File: config.mk
export PLATFORM = sky130hd
export DESIGN_NAME = stable_priority_queue_top
export DESIGN_NICKNAME = d
export VERILOG_FILES = /design/src/spq_pkg.sv /design/src/stable_priority_queue_top.sv /design/src/spq_store.sv
export SDC_FILE = /design/constraint.sdc
export NUM_CORES = 1
export LEC_CHECK = 0
export ABC_CLOCK_PERIOD_IN_PS = 10500
export BUFFER_PORTS_ARGS = -buffer_cell sky130_fd_sc_hd__clkbuf_2
export CORE_MARGIN = 5
export CORE_UTILIZATION = 62
export DETAILED_ROUTE_END_ITERATION = 16
export HOLD_SLACK_MARGIN = 0.15
export PLACE_DENSITY_LB_ADDON = 0.15
export SKIP_CTS_REPAIR_TIMING = 1
export SLEW_MARGIN = 10
export SYNTH_ARGS = -nofsm -noshare
export SYNTH_HDL_FRONTEND = slang
export SYNTH_SLANG_ARGS = --single-unit
File: constraint.sdc
create_clock -name clock -period 10.5 [get_ports clock]
set_input_delay 3.15 -clock clock [delete_from_list [all_inputs] [get_ports clock]]
set_output_delay 3.15 -clock clock [all_outputs]
set_load 0.005 [all_outputs]
File: src/spq_pkg.sv
`default_nettype none
package spq_pkg;
   typedef enum logic [1:0] {
      STATUS_OK    = 2'd0,
      STATUS_EMPTY = 2'd1,
      STATUS_FULL  = 2'd2
   } status_type;

   localparam logic KIND_ENQUEUE = 1'b0;
   localparam logic KIND_DEQUEUE = 1'b1;
   localparam int unsigned OCCUPANCY_WIDTH = 5;

   // control from the sequencer to the entry store
   typedef struct packed {
      logic rd_en;
      logic wr_en;
   } mem_ctl_type;
endpackage
`default_nettype wire

File: src/stable_priority_queue_top.sv
`default_nettype none
// channel  | ports                                           | direction
// request  | req_valid req_ready req_kind req_item_data req_item_priority | in
// response | rsp_valid rsp_ready rsp_status rsp_out_data rsp_out_priority rsp_occupancy | out
// Entries live in one single-port-per-side RAM with a registered read.
// Accept to result valid: a full enqueue or an empty dequeue goes straight to the result;
// an enqueue reads entries from the tail down, shifting each one of higher priority value
// up until it places the new entry; a dequeue reads the head, then moves each entry down.
// One item at a time; input ready rises right after the result is accepted.
// Reset clears count and control only.
module stable_priority_queue_top #(
   parameter int unsigned CAPACITY       = 16,
   parameter int unsigned DATA_WIDTH     = 32,
   parameter int unsigned PRIORITY_WIDTH = 16
) (
   input  wire logic                             clock,
   input  wire logic                             reset,
   input  wire logic                             req_valid,
   output logic                                  req_ready,
   input  wire logic                             req_kind,
   input  wire logic signed [DATA_WIDTH-1:0]     req_item_data,
   input  wire logic signed [PRIORITY_WIDTH-1:0] req_item_priority,
   output logic                                  rsp_valid,
   input  wire logic                             rsp_ready,
   output logic [1:0]                            rsp_status,
   output logic signed [DATA_WIDTH-1:0]          rsp_out_data,
   output logic signed [PRIORITY_WIDTH-1:0]      rsp_out_priority,
   output logic [spq_pkg::OCCUPANCY_WIDTH-1:0]   rsp_occupancy
);
   localparam int unsigned AW = (CAPACITY > 1) ? $clog2(CAPACITY) : 1;
   localparam int unsigned CW = $clog2(CAPACITY + 1);
   localparam int unsigned EW = DATA_WIDTH + PRIORITY_WIDTH;
   localparam int unsigned OW = spq_pkg::OCCUPANCY_WIDTH;

   typedef enum logic [2:0] {
      S_IDLE, S_ENQ_RD, S_ENQ_CMP, S_DEQ_HEAD, S_DEQ_RD, S_DEQ_WR, S_DONE
   } state_type;

   state_type state_ff;
   logic [CW-1:0] count_ff;
   logic [CW-1:0] idx_ff;   // enqueue: entry being examined + 1; dequeue: next source
   logic signed [DATA_WIDTH-1:0] data_ff;
   logic signed [PRIORITY_WIDTH-1:0] prio_ff;
   logic rsp_valid_ff;
   logic [1:0] status_ff;
   logic signed [DATA_WIDTH-1:0] od_ff;
   logic signed [PRIORITY_WIDTH-1:0] op_ff;

   spq_pkg::mem_ctl_type ctl;
   logic [AW-1:0] rd_addr, wr_addr;
   logic [EW-1:0] wr_data, rd_data;
   logic signed [PRIORITY_WIDTH-1:0] rd_prio;

   spq_store #(.DEPTH(CAPACITY), .WIDTH(EW), .AW(AW)) u_store (
      .clock, .ctl, .rd_addr, .wr_addr, .wr_data, .rd_data
   );

   assign rd_prio   = rd_data[PRIORITY_WIDTH-1:0];
   assign req_ready = (state_ff == S_IDLE) && !rsp_valid_ff;

   always_comb begin
      ctl = '0;
      rd_addr = '0;
      wr_addr = '0;
      wr_data = rd_data;
      unique case (state_ff)
         S_ENQ_RD: begin
            ctl.rd_en = 1'b1;
            rd_addr = AW'(idx_ff - CW'(1));
         end
         S_ENQ_CMP: begin
            ctl.wr_en = 1'b1;
            wr_addr = AW'(idx_ff);
            // shift this entry up, or place the new entry behind it
            if (!(idx_ff != '0 && rd_prio > prio_ff)) begin
               wr_data = {data_ff, prio_ff};
            end
         end
         S_DEQ_HEAD: begin
            ctl.rd_en = 1'b1;
            rd_addr = '0;
         end
         S_DEQ_RD: begin
            ctl.rd_en = 1'b1;
            rd_addr = AW'(idx_ff);
         end
         S_DEQ_WR: begin
            ctl.wr_en = 1'b1;
            wr_addr = AW'(idx_ff - CW'(1));
         end
         default: begin
         end
      endcase
   end

   always_ff @(posedge clock) begin
      if (reset) begin
         state_ff <= S_IDLE;
         count_ff <= '0;
         rsp_valid_ff <= 1'b0;
      end else begin
         if (rsp_valid_ff && rsp_ready) rsp_valid_ff <= 1'b0;
         unique case (state_ff)
            S_IDLE: begin
               if (req_valid && req_ready) begin
                  data_ff <= req_item_data;
                  prio_ff <= req_item_priority;
                  od_ff <= '0;
                  op_ff <= '0;
                  status_ff <= spq_pkg::STATUS_OK;
                  if (req_kind == spq_pkg::KIND_ENQUEUE) begin
                     if (count_ff >= CW'(CAPACITY)) begin
                        status_ff <= spq_pkg::STATUS_FULL;
                        state_ff <= S_DONE;
                     end else if (count_ff == '0) begin
                        // empty store: place at slot 0 via the compare path
                        idx_ff <= '0;
                        state_ff <= S_ENQ_CMP;
                     end else begin
                        idx_ff <= count_ff;
                        state_ff <= S_ENQ_RD;
                     end
                  end else if (count_ff == '0) begin
                     status_ff <= spq_pkg::STATUS_EMPTY;
                     state_ff <= S_DONE;
                  end else begin
                     state_ff <= S_DEQ_HEAD;
                  end
               end
            end
            S_ENQ_RD: state_ff <= S_ENQ_CMP;
            S_ENQ_CMP: begin
               if (idx_ff != '0 && rd_prio > prio_ff) begin
                  idx_ff <= idx_ff - CW'(1);
                  state_ff <= (idx_ff == CW'(1)) ? S_ENQ_CMP : S_ENQ_RD;
               end else begin
                  count_ff <= count_ff + CW'(1);
                  state_ff <= S_DONE;
               end
            end
            S_DEQ_HEAD: begin
               idx_ff <= CW'(1);
               state_ff <= S_DEQ_RD;
            end
            S_DEQ_RD: begin
               if (idx_ff == CW'(1)) begin
                  od_ff <= rd_data[EW-1:PRIORITY_WIDTH];
                  op_ff <= rd_prio;
               end
               if (idx_ff >= count_ff) begin
                  count_ff <= count_ff - CW'(1);
                  state_ff <= S_DONE;
               end else begin
                  state_ff <= S_DEQ_WR;
               end
            end
            S_DEQ_WR: begin
               idx_ff <= idx_ff + CW'(1);
               state_ff <= S_DEQ_RD;
            end
            S_DONE: begin
               rsp_valid_ff <= 1'b1;
               state_ff <= S_IDLE;
            end
            default: state_ff <= S_IDLE;
         endcase
      end
   end

   assign rsp_valid = rsp_valid_ff;
   assign rsp_status = status_ff;
   assign rsp_out_data = od_ff;
   assign rsp_out_priority = op_ff;
   assign rsp_occupancy = OW'(count_ff);

`ifndef SYNTHESIS
   a_count_range: assert property (@(posedge clock) disable iff (reset)
      count_ff <= CW'(CAPACITY)) else $error("count above capacity");
   a_no_accept_busy: assert property (@(posedge clock) disable iff (reset)
      (state_ff != S_IDLE) |-> !req_ready) else $error("ready while busy");
   a_no_rw_clash: assert property (@(posedge clock) disable iff (reset)
      !(ctl.rd_en && ctl.wr_en)) else $error("read and write together");
   a_ok_zero: assert property (@(posedge clock) disable iff (reset)
      (rsp_valid && rsp_status != spq_pkg::STATUS_OK) |->
      (rsp_out_data == '0 && rsp_out_priority == '0)) else $error("payload on fail");
`endif
endmodule
`default_nettype wire

File: src/spq_store.sv
`default_nettype none
module spq_store #(
   parameter int unsigned DEPTH = 16,
   parameter int unsigned WIDTH = 48,
   parameter int unsigned AW    = 4
) (
   input  wire logic              clock,
   input  wire spq_pkg::mem_ctl_type ctl,
   input  wire logic [AW-1:0]     rd_addr,
   input  wire logic [AW-1:0]     wr_addr,
   input  wire logic [WIDTH-1:0]  wr_data,
   output logic [WIDTH-1:0]       rd_data
);
   logic [WIDTH-1:0] mem [DEPTH];
   logic [WIDTH-1:0] rd_data_ff;

   always_ff @(posedge clock) begin
      if (ctl.wr_en) mem[wr_addr] <= wr_data;
      if (ctl.rd_en) rd_data_ff <= mem[rd_addr];
   end
   assign rd_data = rd_data_ff;
endmodule
`default_nettype wire
==> flow_summary_export.csv <==
group,metric,value,unit
synth,synth_area_leader_cell,"edfxtp_1",
global_route,grt_pass1_wl,119000,um
timing,tightest_slew,1260,ps
clock_network,cts_tree,"built",
power,p_total,11.5,mW
timing,tns,0,ps
synth,synthFlopType,"edfxtp_1",
synth,synth-xor-area-share,0.119,%
setup_path,cp_max_fo,43,
timing,min_period_over_period,53.1,%
global_route,grtUsageMet3,4.42,%
cells_and_area,num-nets-final,1958,
run_status,status,"completed",
timing,fin_skew,20.4,ps
setup_path,cp-start-kind,"flop",
power,p_leak,13.2,nW
timing,drv_slew,0,
synth,synth_edf_count,919,
global_route,grt_antenna_before_repair,1,
timing,relSlewSlack,15.3,%
synth,syn_area_per_cell,21.3,um^2
placement,portBuffers,109,
floorplanning,die_area,64400,um^2
setup_path,arrival,2430,ps
clock_network,cts_root_buffer,"clkbuf_16",
synth,synth_top_area_share,74.9,%
synth,synthDistinctLibCells,66,
synth,synth-seq-area-share,75.4,%
drt,drcViolationCount,0,
min_path,whs_path_depth,1,
drt,dr_total_vias,17700,
power,power_density,279,nW/um^2
synth,synthMuxAreaShare,17.1,%
floorplanning,core_area,58900,um^2
cells_and_area,layout_commonest_cell,"edfxtp_1",
timing,rsz0062_at_grt,"no",
global_route,grt_pass1_vias,18100,
placement,hpwlAfterDp,38900,um
drt,drt_first_pass_iters,5,
global_route,grtUsageMet2,40.1,%
synth,synthAdderAreaFrac,0.972,%
drt,drtIter0Drc,2103,
timing,fin_crit,5580,ps
run,drv_cap,0,
setup_path,cp.required,7350,ps
cells_and_area,drive_gt1_share,27.7,%
clock_network,clock_sinks,928,
drt,post_drt_wl_per_cell,29.7,um
synth,synth_area_leaders,"edfxtp_1 (75%), mux4_2 (12%), mux2i_1 (3.9%)",
clock_network,h-tree-depth,3,
timing,hold_viol_final,0,
synth,synthSimpleGateAreaFrac,2.66,%
cells_and_area,final_cell_mix,"edfxtp_1 (919), mux4_2 (192), mux2i_1 (145)",
floorplanning,row_count,89,
synth,synth_area,36800,um^2
setup_path,end_kind,"output pin",
synth,ys_ff_latch,928,
clock_network,cts_buffers,90,
synth,synth_top_family_by_area,"multiplexers",
synth,synth_warnings,0,
synth,syn-num-nets,1808,
global_route,grt_usage,25.5,%
drt,ant_nets,0,
synth,netlist_instances,1727,
global_route,use_met1,38.6,%
global_route,grt-busiest-layer,"met2",
clock_network,clock_latency,620,ps
global_route,grt_max_degree,126,
drt,via_per_inst,6.52,
global_route,overflow,0,
timing,setup_viol,0,
setup_path,crit_type,"flop to output pin",
clock_network,clock_path_buffers,3,
synth,async_flop_share,0,%
cells_and_area,area_delta_synth_final,11.6,%
power,ir_worst_vdd,0.222,mV
clock_network,clk_pin_slew,60,ps
setup_path,rr_worst_depth,6,
floorplanning,die_h,254,um
min_path,min_path_type,"flop to flop",
floorplanning,start_util,62.5,%
timing,max_freq,179,MHz
drt,wirelength,80800,um
floorplanning,io_pins,110,
floorplanning,die_w,254,um
synth,synth_compound_area_share,1.81,%
cells_and_area,antenna_cells,0,
placement,finalWeightedCongestion,0.819,
metal layers:
metal	wire length, um	share of wire [%]
met3	6950	8.6
met4	1550	1.9
met5	0	0
met2	39100	48
met1	33100	41
Yosys cell counts, drive strengths merged, types with 5 or more instances:
master,count
nor3,12
a211oi,5
a21oi,25
nand2b,7
a221oi,6
nand3,16
nor2b,9
mux2i,145
dfxtp,9
o21ai,32
inv,28
ha,27
clkbuf,23
edfxtp,919
nor2,45
and3,49
mux4,192
mux2,36
buf,67
nand2,14
per-stage QoR:
stage / std cells / utilization (%) / instance area, um^2 / hold slack, ps / setup WS [ps]
floorplan: 1727 / - / 36800 / 543 / 1710
CTS: 2717 / 69.8 / 41100 / 590 / 4930
detailed placement: 2558 / 64.9 / 38200 / 575 / 5610
finish: 2717 / 69.8 / 41100 / 592 / 4920
global placement: 2558 / 64.9 / 38200 / 559 / 5640
global route: 2717 / 69.8 / 41100 / 609 / 4860
final timing paths:
kind                  startpoint                  end  slack [ps]
max reg2reg          state_ff[2]  u_store.mem[15][32]        5710
max                  state_ff[2]            req_ready        4920
min reg2reg  u_store.rd_data[16]      rsp_out_data[0]         590
min          u_store.rd_data[16]      rsp_out_data[0]         590
cell families after synthesis:
group                    count (synthesis)
flip-flops                             928
multiplexers                           373
AND/OR/NAND/NOR                        173
buffers and inverters                  118
AO/OA/AOI/OAI                          102
adder cells (fa/ha/maj)                 28
XOR/XNOR                                 5
worst max-delay path, stage by stage, from the launching register on:
cell and delay, ps:
dfxtp_2 910, buf_4 580, nor3_1 110, clkbuf_2 140
power by group:
group | switching [mW] | internal [mW] | total, mW
Sequential | 0.197 | 5.07 | 5.27
Combinational | 1.85 | 1.20 | 3.04
Clock | 1.31 | 1.85 | 3.16
state kept, by name (all words and copies together), names as in the netlist:
name / cells
rsp_out_priority: 16
u_store.mem: 768
u_store.rd_data: 48
rsp_occupancy: 5
rsp_out_data: 32
rsp_status: 2
data_ff: 32
prio_ff: 16
state_ff: 3
rsp_valid: 1
idx_ff: 5
final cells by class:
cell class,instances,area (um^2)
multi-input combinational,681,8500
clock buffer,114,2430
sequential,928,27800
tap,773,967
timing repair buffer,148,863
inverter,28,105
clock inverter,45,463
fill,3547,17800
Power figures use the tool's default switching activity.
